[config.mk]
export PLATFORM = sky130hd
export DESIGN_NAME = aoe_filter_peak_and_drift_time
export DESIGN_NICKNAME = d
export VERILOG_FILES = /design/src/rtl/aoe_pkg.sv /design/src/rtl/aoe_csr.sv /design/src/rtl/aoe_front.sv /design/src/rtl/aoe_jobq.sv /design/src/rtl/aoe_back.sv /design/src/rtl/aoe_filter_peak_and_drift_time.sv
export VERILOG_INCLUDE_DIRS = /design/src /design/src/rtl
export SDC_FILE = /design/constraint.sdc
export NUM_CORES = 2
export LEC_CHECK = 0
export ABC_AREA = 1
export BUFFER_PORTS_ARGS = -buffer_cell sky130_fd_sc_hd__buf_2
export CORE_UTILIZATION = 45
export DETAILED_ROUTE_END_ITERATION = 8
export GPL_TIMING_DRIVEN = 0
export SYNTH_ARGS = -nofsm -noshare
export SYNTH_HDL_FRONTEND = slang
export SYNTH_SLANG_ARGS = --single-unit
[constraint.sdc]
create_clock -name clock -period 90.1 [get_ports clock]
set_input_delay 18.02 -clock clock [delete_from_list [all_inputs] [get_ports clock]]
set_output_delay 18.02 -clock clock [all_outputs]
set_load 0.02 [all_outputs]
[src/rtl/aoe_filter_peak_and_drift_time_defines.svh]
// assertion macros for the a/e peak and drift time filter
// used by the top level only, no other dependencies
`ifndef AOE_FILTER_PEAK_AND_DRIFT_TIME_DEFINES_SVH
`define AOE_FILTER_PEAK_AND_DRIFT_TIME_DEFINES_SVH

// same-cycle implication, disabled during reset
`define AOE_ASSERT_NOW(label, clk, rst, ante, cons) \
   label: assert property (@(posedge clk) disable iff (rst) (ante) |-> (cons)) \
      else $error("aoe assertion failed");

// next-cycle implication, disabled during reset
`define AOE_ASSERT_NEXT(label, clk, rst, ante, cons) \
   label: assert property (@(posedge clk) disable iff (rst) (ante) |=> (cons)) \
      else $error("aoe assertion failed");

`endif

[src/rtl/aoe_pkg.sv]
// shared types and constants for the a/e peak and drift time filter
// no dependencies
package aoe_pkg;

   localparam int WINDOW        = 40;
   localparam int DEPTH         = 2 * WINDOW;
   localparam int MAX_SAMPLES   = 4096;
   localparam int SAMPLE_BITS   = 16;
   localparam int CNT_BITS      = 13;
   localparam int DIFF_BITS     = 23;
   localparam int PEAK_BITS     = 22;
   localparam int AMP_BITS      = 30;
   localparam int THR_BITS      = 16;
   localparam int GAIN_BITS     = 8;
   localparam int COEFF_BITS    = 21;
   localparam int CORR_BITS     = CNT_BITS + COEFF_BITS;
   localparam int FACTOR_BITS   = 33;
   localparam int FLO_BITS      = 16;
   localparam int FHI_BITS      = FACTOR_BITS - FLO_BITS;
   localparam int PROD_BITS     = AMP_BITS + FHI_BITS;
   localparam int SUM_BITS      = AMP_BITS + FACTOR_BITS;
   localparam int QDEPTH        = 4;
   localparam int QPTR_BITS     = 2;
   localparam int QCNT_BITS     = QPTR_BITS + 1;
   localparam int CSR_ADDR_BITS = 4;
   localparam int CSR_DATA_BITS = 32;
   localparam int REG_IDX_BITS  = 2;

   localparam logic [REG_IDX_BITS-1:0] REG_THRESHOLD   = 2'd0;
   localparam logic [REG_IDX_BITS-1:0] REG_GAIN        = 2'd1;
   localparam logic [REG_IDX_BITS-1:0] REG_DRIFT_COEFF = 2'd2;

   localparam logic [THR_BITS-1:0]   THRESHOLD_RESET   = 16'd22938;
   localparam logic [GAIN_BITS-1:0]  GAIN_RESET        = 8'd50;
   localparam logic [COEFF_BITS-1:0] DRIFT_COEFF_RESET = 21'd85899;

   typedef struct packed {
      logic signed [SAMPLE_BITS-1:0] sample;
      logic                          last;
   } req_type;

   typedef struct packed {
      logic [AMP_BITS-1:0]  amplitude;
      logic [PEAK_BITS-1:0] peak_raw;
      logic [CNT_BITS-1:0]  drift_time;
      logic                 crossed;
   } rsp_type;

   // one finished waveform waiting for the amplitude stage
   typedef struct packed {
      logic [PEAK_BITS-1:0] peak;
      logic [CNT_BITS-1:0]  drift;
      logic                 crossed;
   } job_type;

   typedef struct packed {
      logic signed [THR_BITS-1:0] threshold;
      logic [GAIN_BITS-1:0]       gain;
      logic [COEFF_BITS-1:0]      drift_coeff;
   } cfg_type;

   typedef struct packed {
      logic full;
      logic empty;
   } q_status_type;

endpackage

[src/rtl/aoe_csr.sv]
// configuration registers on an apb-style port
// depends on aoe_pkg
module aoe_csr import aoe_pkg::*; (
   input  logic                     clock,
   input  logic                     reset,
   input  logic                     csr_psel,
   input  logic                     csr_penable,
   input  logic                     csr_pwrite,
   input  logic [CSR_ADDR_BITS-1:0] csr_paddr,
   input  logic [CSR_DATA_BITS-1:0] csr_pwdata,
   output logic [CSR_DATA_BITS-1:0] csr_prdata,
   output logic                     csr_pready,
   output cfg_type                  cfg
);

   cfg_type cfg_ff, cfg_in;
   logic [REG_IDX_BITS-1:0] idx;
   logic wr_en;

   assign idx        = csr_paddr[CSR_ADDR_BITS-1:2];
   assign wr_en      = csr_psel && csr_penable && csr_pwrite;
   assign csr_pready = 1'b1;
   assign cfg        = cfg_ff;

   always_comb begin
      cfg_in = cfg_ff;
      if (wr_en) begin
         unique case (idx)
            REG_THRESHOLD:   cfg_in.threshold   = $signed(csr_pwdata[THR_BITS-1:0]);
            REG_GAIN:        cfg_in.gain        = csr_pwdata[GAIN_BITS-1:0];
            REG_DRIFT_COEFF: cfg_in.drift_coeff = csr_pwdata[COEFF_BITS-1:0];
            default:         cfg_in = cfg_ff;
         endcase
      end
   end

   always_comb begin
      unique case (idx)
         REG_THRESHOLD:   csr_prdata = CSR_DATA_BITS'($unsigned(cfg_ff.threshold));
         REG_GAIN:        csr_prdata = CSR_DATA_BITS'(cfg_ff.gain);
         REG_DRIFT_COEFF: csr_prdata = CSR_DATA_BITS'(cfg_ff.drift_coeff);
         default:         csr_prdata = '0;
      endcase
   end

   always_ff @(posedge clock) begin
      if (reset) begin
         cfg_ff.threshold   <= $signed(THRESHOLD_RESET);
         cfg_ff.gain        <= GAIN_RESET;
         cfg_ff.drift_coeff <= DRIFT_COEFF_RESET;
      end else begin
         cfg_ff <= cfg_in;
      end
   end

endmodule

[src/rtl/aoe_front.sv]
// per-sample filter: delay line, boxcar difference, peak and drift time
// depends on aoe_pkg; hands one job per waveform to the queue
module aoe_front import aoe_pkg::*; (
   input  logic         clock,
   input  logic         reset,
   input  logic         req_valid,
   input  req_type      req_data,
   output logic         req_stall,
   input  cfg_type      cfg,
   input  q_status_type q_status,
   output logic         push,
   output job_type      push_data
);

   logic signed [SAMPLE_BITS-1:0] dl_ff [DEPTH];
   logic signed [DIFF_BITS-1:0]   diff_ff, diff_in, diff_next;
   logic [PEAK_BITS-1:0]          peak_ff, peak_in, peak_next;
   logic [CNT_BITS-1:0]           cnt_ff, cnt_in, cnt_next;
   logic [CNT_BITS-1:0]           drift_ff, drift_in, drift_next;
   logic                          found_ff, found_in, found_next;

   logic signed [DIFF_BITS-1:0] x_ext, mid_ext, old_ext;
   logic accept, hit;

   // stall only when a job might not fit
   assign req_stall = q_status.full;
   assign accept    = req_valid && !req_stall;

   // taps older than the waveform start count as zero
   assign x_ext   = DIFF_BITS'(req_data.sample);
   assign mid_ext = (cnt_ff >= CNT_BITS'(WINDOW)) ? DIFF_BITS'(dl_ff[WINDOW-1]) : '0;
   assign old_ext = (cnt_ff >= CNT_BITS'(DEPTH)) ? DIFF_BITS'(dl_ff[DEPTH-1]) : '0;

   always_comb begin
      diff_next = diff_ff + x_ext - (mid_ext <<< 1) + old_ext;

      peak_next = peak_ff;
      if (cnt_ff >= CNT_BITS'(DEPTH) && diff_next > $signed({1'b0, peak_ff}))
         peak_next = diff_next[PEAK_BITS-1:0];

      hit        = !found_ff && (req_data.sample > cfg.threshold);
      found_next = found_ff || hit;
      drift_next = hit ? cnt_ff : drift_ff;
      cnt_next   = (cnt_ff < CNT_BITS'(MAX_SAMPLES)) ? cnt_ff + 1'b1 : cnt_ff;
   end

   always_comb begin
      diff_in  = diff_ff;
      peak_in  = peak_ff;
      cnt_in   = cnt_ff;
      drift_in = drift_ff;
      found_in = found_ff;
      if (accept) begin
         if (req_data.last) begin
            diff_in  = '0;
            peak_in  = '0;
            cnt_in   = '0;
            drift_in = '0;
            found_in = 1'b0;
         end else begin
            diff_in  = diff_next;
            peak_in  = peak_next;
            cnt_in   = cnt_next;
            drift_in = drift_next;
            found_in = found_next;
         end
      end
   end

   assign push              = accept && req_data.last;
   assign push_data.peak    = peak_next;
   assign push_data.drift   = found_next ? drift_next : cnt_next;
   assign push_data.crossed = found_next;

   always_ff @(posedge clock) begin
      if (reset) begin
         diff_ff  <= '0;
         peak_ff  <= '0;
         cnt_ff   <= '0;
         drift_ff <= '0;
         found_ff <= 1'b0;
      end else begin
         diff_ff  <= diff_in;
         peak_ff  <= peak_in;
         cnt_ff   <= cnt_in;
         drift_ff <= drift_in;
         found_ff <= found_in;
      end
   end

   // shift line, read only through the count-gated taps
   always_ff @(posedge clock) begin
      if (accept) begin
         dl_ff[0] <= req_data.sample;
         for (int i = 1; i < DEPTH; i++) begin
            dl_ff[i] <= dl_ff[i-1];
         end
      end
   end

endmodule

[src/rtl/aoe_jobq.sv]
// short fifo of finished waveforms between the filter and the amplitude stage
// depends on aoe_pkg
module aoe_jobq import aoe_pkg::*; (
   input  logic         clock,
   input  logic         reset,
   input  logic         push,
   input  job_type      push_data,
   input  logic         pop,
   output job_type      pop_data,
   output q_status_type q_status
);

   job_type mem_ff [QDEPTH];
   logic [QPTR_BITS-1:0] wr_ff, wr_in, rd_ff, rd_in;
   logic [QCNT_BITS-1:0] cnt_ff, cnt_in;
   logic do_push, do_pop;

   assign q_status.full  = (cnt_ff == QCNT_BITS'(QDEPTH));
   assign q_status.empty = (cnt_ff == '0);
   assign do_push        = push && !q_status.full;
   assign do_pop         = pop && !q_status.empty;
   assign pop_data       = mem_ff[rd_ff];

   always_comb begin
      wr_in  = do_push ? wr_ff + 1'b1 : wr_ff;
      rd_in  = do_pop ? rd_ff + 1'b1 : rd_ff;
      cnt_in = cnt_ff;
      if (do_push && !do_pop)
         cnt_in = cnt_ff + 1'b1;
      else if (do_pop && !do_push)
         cnt_in = cnt_ff - 1'b1;
   end

   always_ff @(posedge clock) begin
      if (reset) begin
         wr_ff  <= '0;
         rd_ff  <= '0;
         cnt_ff <= '0;
      end else begin
         wr_ff  <= wr_in;
         rd_ff  <= rd_in;
         cnt_ff <= cnt_in;
      end
   end

   always_ff @(posedge clock) begin
      if (do_push)
         mem_ff[wr_ff] <= push_data;
   end

endmodule

[src/rtl/aoe_back.sv]
// amplitude stage: peak * gain * (1 - drift * coeff)
// depends on aoe_pkg; one shared 30x17 multiplier for the wide product
module aoe_back import aoe_pkg::*; (
   input  logic         clock,
   input  logic         reset,
   input  cfg_type      cfg,
   input  q_status_type q_status,
   input  job_type      pop_data,
   output logic         pop,
   output logic         rsp_valid,
   output rsp_type      rsp_data,
   input  logic         rsp_stall
);

   localparam logic [2:0] ST_IDLE = 3'd0;
   localparam logic [2:0] ST_MUL  = 3'd1;
   localparam logic [2:0] ST_FACT = 3'd2;
   localparam logic [2:0] ST_MLO  = 3'd3;
   localparam logic [2:0] ST_MHI  = 3'd4;
   localparam logic [2:0] ST_SUM  = 3'd5;
   localparam logic [2:0] ST_OUT  = 3'd6;

   logic [2:0] state_ff, state_in;
   job_type job_ff, job_in;
   logic [CORR_BITS-1:0]   corr_ff, corr_in;
   logic [AMP_BITS-1:0]    scaled_ff, scaled_in;
   logic [FACTOR_BITS-1:0] factor_ff, factor_in;
   logic [PROD_BITS-1:0]   plo_ff, plo_in, phi_ff, phi_in;
   logic                   rsp_valid_ff, rsp_valid_in;
   rsp_type                rsp_data_ff, rsp_data_in;

   logic [FHI_BITS-1:0]  mul_b;
   logic [PROD_BITS-1:0] mul_p;
   logic [SUM_BITS-1:0]  total;

   assign pop       = (state_ff == ST_IDLE) && !q_status.empty;
   assign rsp_valid = rsp_valid_ff;
   assign rsp_data  = rsp_data_ff;

   // factor split in two halves through one multiplier
   assign mul_b = (state_ff == ST_MLO) ? FHI_BITS'(factor_ff[FLO_BITS-1:0])
                                       : factor_ff[FACTOR_BITS-1:FLO_BITS];
   assign mul_p = PROD_BITS'(scaled_ff) * PROD_BITS'(mul_b);
   assign total = ({SUM_BITS'(phi_ff)} << FLO_BITS) + SUM_BITS'(plo_ff);

   always_comb begin
      state_in     = state_ff;
      job_in       = job_ff;
      corr_in      = corr_ff;
      scaled_in    = scaled_ff;
      factor_in    = factor_ff;
      plo_in       = plo_ff;
      phi_in       = phi_ff;
      rsp_valid_in = rsp_valid_ff;
      rsp_data_in  = rsp_data_ff;
      unique case (state_ff)
         ST_IDLE: begin
            if (!q_status.empty) begin
               job_in   = pop_data;
               state_in = ST_MUL;
            end
         end
         ST_MUL: begin
            corr_in   = CORR_BITS'(job_ff.drift) * CORR_BITS'(cfg.drift_coeff);
            scaled_in = AMP_BITS'(job_ff.peak) * AMP_BITS'(cfg.gain);
            state_in  = ST_FACT;
         end
         ST_FACT: begin
            // correction of 2^32 or more leaves no amplitude
            if (corr_ff[CORR_BITS-1:32] != '0)
               factor_in = '0;
            else
               factor_in = {1'b1, 32'd0} - FACTOR_BITS'(corr_ff[31:0]);
            state_in = ST_MLO;
         end
         ST_MLO: begin
            plo_in   = mul_p;
            state_in = ST_MHI;
         end
         ST_MHI: begin
            phi_in   = mul_p;
            state_in = ST_SUM;
         end
         ST_SUM: begin
            rsp_data_in.amplitude  = total[32 +: AMP_BITS];
            rsp_data_in.peak_raw   = job_ff.peak;
            rsp_data_in.drift_time = job_ff.drift;
            rsp_data_in.crossed    = job_ff.crossed;
            rsp_valid_in           = 1'b1;
            state_in               = ST_OUT;
         end
         ST_OUT: begin
            if (!rsp_stall) begin
               rsp_valid_in = 1'b0;
               state_in     = ST_IDLE;
            end
         end
         default: state_in = ST_IDLE;
      endcase
   end

   always_ff @(posedge clock) begin
      if (reset) begin
         state_ff     <= ST_IDLE;
         rsp_valid_ff <= 1'b0;
      end else begin
         state_ff     <= state_in;
         rsp_valid_ff <= rsp_valid_in;
      end
   end

   always_ff @(posedge clock) begin
      job_ff      <= job_in;
      corr_ff     <= corr_in;
      scaled_ff   <= scaled_in;
      factor_ff   <= factor_in;
      plo_ff      <= plo_in;
      phi_ff      <= phi_in;
      rsp_data_ff <= rsp_data_in;
   end

endmodule

[src/rtl/aoe_filter_peak_and_drift_time.sv]
// a/e filter: one sample per cycle in, one result per waveform out
// the filter takes a sample every cycle while the job queue (4 deep) has room
// the amplitude stage holds one job at a time through mul, fact, mlo, mhi, sum
// and out, registers rsp_valid in sum and pops the next job only once it is taken
// synchronous active-high reset clears counters, queue, state; config registers to defaults
`include "aoe_filter_peak_and_drift_time_defines.svh"
module aoe_filter_peak_and_drift_time import aoe_pkg::*; (
   input  logic                     clock,
   input  logic                     reset,
   input  logic                     req_valid,
   input  req_type                  req_data,
   output logic                     req_stall,
   output logic                     rsp_valid,
   output rsp_type                  rsp_data,
   input  logic                     rsp_stall,
   input  logic                     csr_psel,
   input  logic                     csr_penable,
   input  logic                     csr_pwrite,
   input  logic [CSR_ADDR_BITS-1:0] csr_paddr,
   input  logic [CSR_DATA_BITS-1:0] csr_pwdata,
   output logic [CSR_DATA_BITS-1:0] csr_prdata,
   output logic                     csr_pready
);

   cfg_type      cfg;
   q_status_type q_status;
   logic         push, pop;
   job_type      push_data, pop_data;

   aoe_csr u_csr (
      .clock       (clock),
      .reset       (reset),
      .csr_psel    (csr_psel),
      .csr_penable (csr_penable),
      .csr_pwrite  (csr_pwrite),
      .csr_paddr   (csr_paddr),
      .csr_pwdata  (csr_pwdata),
      .csr_prdata  (csr_prdata),
      .csr_pready  (csr_pready),
      .cfg         (cfg)
   );

   aoe_front u_front (
      .clock     (clock),
      .reset     (reset),
      .req_valid (req_valid),
      .req_data  (req_data),
      .req_stall (req_stall),
      .cfg       (cfg),
      .q_status  (q_status),
      .push      (push),
      .push_data (push_data)
   );

   aoe_jobq u_jobq (
      .clock     (clock),
      .reset     (reset),
      .push      (push),
      .push_data (push_data),
      .pop       (pop),
      .pop_data  (pop_data),
      .q_status  (q_status)
   );

   aoe_back u_back (
      .clock     (clock),
      .reset     (reset),
      .cfg       (cfg),
      .q_status  (q_status),
      .pop_data  (pop_data),
      .pop       (pop),
      .rsp_valid (rsp_valid),
      .rsp_data  (rsp_data),
      .rsp_stall (rsp_stall)
   );

   // a pushed job is visible in the queue on the next cycle
   `AOE_ASSERT_NEXT(a_push_lands, clock, reset, push, !q_status.empty)
   // a taken result is never followed directly by another
   `AOE_ASSERT_NEXT(a_no_back_to_back, clock, reset, rsp_valid && !rsp_stall, !rsp_valid)
   // drift correction only shrinks the scaled peak
   `AOE_ASSERT_NOW(a_amp_bound, clock, reset, rsp_valid,
      rsp_data.amplitude <= (AMP_BITS'(rsp_data.peak_raw) * AMP_BITS'(cfg.gain)))
   // without a crossing the drift time is the sample count, never zero
   `AOE_ASSERT_NOW(a_count_nonzero, clock, reset, rsp_valid && !rsp_data.crossed,
      rsp_data.drift_time != '0)

endmodule
==> results.toml <==
[outcome]
outcome = "completed"

[floorplan]
die_y_um = 461.0
die_width_um = 461.0
ios = 161
rows = 168
core_area_sq_mm = 0.2094
initial_core_util_pct = 45.27
dieArea_sq_mm = 0.2125

[synth]
synth_warnings = 0
async_reset_ff_share_pct = 0
yosys_register_bits = 1828
syn_area_sq_mm = 0.09479
synth_ff_type = "edfxtp_1"
syn_area_per_cell_sq_um = 12.14
netlist-cell-type-count = 56
synth_edf_count = 1700
yosysSeqAreaShare_pct = 56.56
postSynthCellCount = 7808

[cts]
cts_buffers = 185
cts_sinks = 1828
cts_resized = 0
clock_latency_ns = 0.85
cts_root_buf = "clkbuf_16"
cts_tree = "built"
cts.htree.levels = 4
clockBufferDepth = 3
cts_setup_buffers = 0
hold_buffers = 0
clk_pin_slew_worst_paths_ns = 0.06

[setup_path]
crit_required_ns = 72.08
cp.arrival_ns = 19.95
r2r-end = "u_back.plo_ff[32]"
critPathKind = "in2out"
startpoint_type = "primary input"
regToRegSetupSlack_ns = 81.55
r2r-start = "u_back.state_ff[0]"
critPathCaptureType = "output pin"
r2r_cells = 30
critPathMaxFanout = 10

[grt]
grt_busiest_layer = "met2"
overflow = 0
use_met1_pct = 28.35
grt.total_usage_pct = 20.71
antenna_found_initial = 14
grt_max_degree = 40
met3_usage_pct = 3.174
grt_pass1_vias = 57760
grt_pass1_wl_um = 333700
grt_use_met2_pct = 33.04

[min_path]
worstHoldStart = "u_front.dl_ff[3][53]"
hold_depth = 0
holdPathEnd = "u_front.dl_ff[3][69]"
min_path_type = "reg2reg"

[layout]
regArea_sq_mm = 0.05361
fill_cells = 18288
diodes = 0
nets = 9394
fin_area_sq_mm = 0.1063
syn_to_final_growth_pct = 12.14
multi_input_area_sq_mm = 0.03497
layout-drive-gt1-share_pct = 7.316

[timing]
fin_skew_ns = 0.07439
finalHoldViolCount = 0
fin_crit_sh_pct = 42.14
relSlewSlack_pct = 21.30
slew_violations = 0
setup_violations = 0
max_freq_ghz = 0.02634
rsz0062_at_grt = "no"
period_needed_ns = 37.97
worstMarginPinSlew_ns = 1.173

[run]
cap_violations = 0

[drt]
remaining_drc_errors = 0
vias_per_cell = 5.055
firstDrtPassIters = 8
drt-initial-drc-count = 4185
routedWlPerCell_um = 19.39
wl_um = 216300
ant_nets = 0
vias = 56390

[placed_design]
dp_hpwl_um = 165900
portBuffers = 135
gp_congestion = 0.9549
dpl_cell_area_sq_mm = 0.1002
[synth_stat cells (4+ instances only)]
cell type | count | share of area (%)
inv_1 | 1383 | 5.5
a221oi_1 | 4 | 0.037
fa_1 | 787 | 17
a21o_1 | 23 | 0.18
a21oi_1 | 278 | 1.5
a211oi_1 | 9 | 0.071
nand2_2 | 23 | 0.15
nor2_1 | 494 | 2.0
nand2_1 | 1466 | 5.8
o21bai_1 | 13 | 0.10
o22ai_1 | 38 | 0.25
xor2_1 | 98 | 0.91
clkbuf_1 | 175 | 0.69
o21ai_1 | 14 | 0.074
or2_2 | 19 | 0.13
edfxtp_1 | 1700 | 54
o21ai_2 | 11 | 0.10
clkinv_1 | 8 | 0.032
nor2_2 | 4 | 0.026
a21boi_0 | 7 | 0.055
o211ai_1 | 21 | 0.17
o21a_1 | 8 | 0.063
buf_2 | 26 | 0.14
o21ai_0 | 240 | 1.3
buf_1 | 7 | 0.028
dfxtp_1 | 128 | 2.7
ha_1 | 349 | 4.6
and3_1 | 8 | 0.053
xnor2_1 | 47 | 0.43
a31oi_1 | 26 | 0.17
nand3_1 | 173 | 0.91
inv_2 | 17 | 0.067
nand4_1 | 65 | 0.43
nor3_1 | 41 | 0.22
buf_4 | 15 | 0.12
clkbuf_2 | 16 | 0.084
and2_1 | 27 | 0.18
nor4_1 | 11 | 0.073
[critical path, stage by stage]
cell,delay [ns]
buf_2,0.13
inv_1,0.06
nor2_1,0.41
clkbuf_1,0.55
nand2_1,0.15
o211ai_1,0.32
buf_2,0.28
[state kept, by name, indices dropped and copies added, names as in the netlist]
register,cells
u_jobq.mem_ff,144
u_front.dl_ff,1280
u_front.diff_ff,23
u_back.plo_ff,31
u_front.peak_ff,22
u_front.found_ff,1
u_jobq.wr_ff,2
u_back.phi_ff,46
u_back.rsp_valid,1
u_csr.cfg,45
u_jobq.cnt_ff,3
u_front.cnt_ff,13
u_back.factor_ff,33
u_back.job_ff,36
u_jobq.rd_ff,2
u_back.corr_ff,34
u_front.drift_ff,13
u_back.state_ff,3
u_back.rsp_data,66
u_back.scaled_ff,30
[cells by family after synthesis]
logic type | count (synthesis) | share of synthesized area [%]
flip-flops | 1828 | 56.56
AND/OR/NAND/NOR | 2341 | 10.03
buffers and inverters | 1649 | 6.661
XOR/XNOR | 145 | 1.340
other | 2 | 0.007923
AO/OA/AOI/OAI | 707 | 4.171
adder cells (fa/ha/maj) | 1136 | 21.23
[routing by layer]
layer  up-vias  wire length, um
met1     28161            95400
met4         2             9337
li1      26150                -
met2      1653            99680
met5         -               13
met3       424            11840
[placed cells by master (no fill, tap or decap), drive strengths merged, types with 13 or more instances in the layout]
cell type     n
buf         243
or2          19
a21o         23
nand3       175
o22ai        38
clkbuf      419
xnor2        47
inv        1403
a31oi        26
edfxtp     1700
and2         27
nor2        498
nand2      1489
o21bai       13
ha          349
o211ai       21
nor3         44
a21oi       281
xor2         98
fa          787
nand4        66
clkinv       95
o21ai       267
dfxtp       128
[stage by stage]
stage	setup TNS (ns)	std cells	hold WS (ns)	utilization, %	setup WS, ns
final	0	11156	0.3674	50.77	52.13
after CTS	0	11156	0.3618	50.77	52.11
after global placement	-4624.88	10758	0.4003	47.29	-18.76
after detailed placement	0	10816	0.4045	47.87	52.12
after floorplan	0	7818	0.4003	-	11.89
after global routing	0	11156	0.3607	50.77	52.07
[worst max-delay path by stage]
stage	start	end	slack, ns
5_1_grt	csr_paddr[3]	csr_prdata[7]	52.07
3_5_place_dp	csr_paddr[3]	csr_prdata[7]	52.12
6_report	csr_paddr[3]	csr_prdata[7]	52.13
3_3_place_gp	req_valid	u_jobq.mem_ff[0][20]	-18.76
4_1_cts	csr_paddr[3]	csr_prdata[7]	52.11
2_1_floorplan	req_valid	u_jobq.mem_ff[0][0]	11.89
[layout make-up]
| type | instances | area share [%] |
|---|---|---|
| multi-input cells | 4341 | 32.90 |
| plain buffers | 241 | 0.9687 |
| well taps | 2805 | 3.302 |
| flip-flops and latches | 1828 | 50.43 |
| clock buffers | 228 | 4.573 |
| repair buffers | 193 | 1.715 |
| inverters | 1408 | 4.972 |
| clock inverters | 112 | 1.138 |
Power is not shown: default switching activity piles up to over one toggle a cycle in this logic, so the estimate is an artifact.
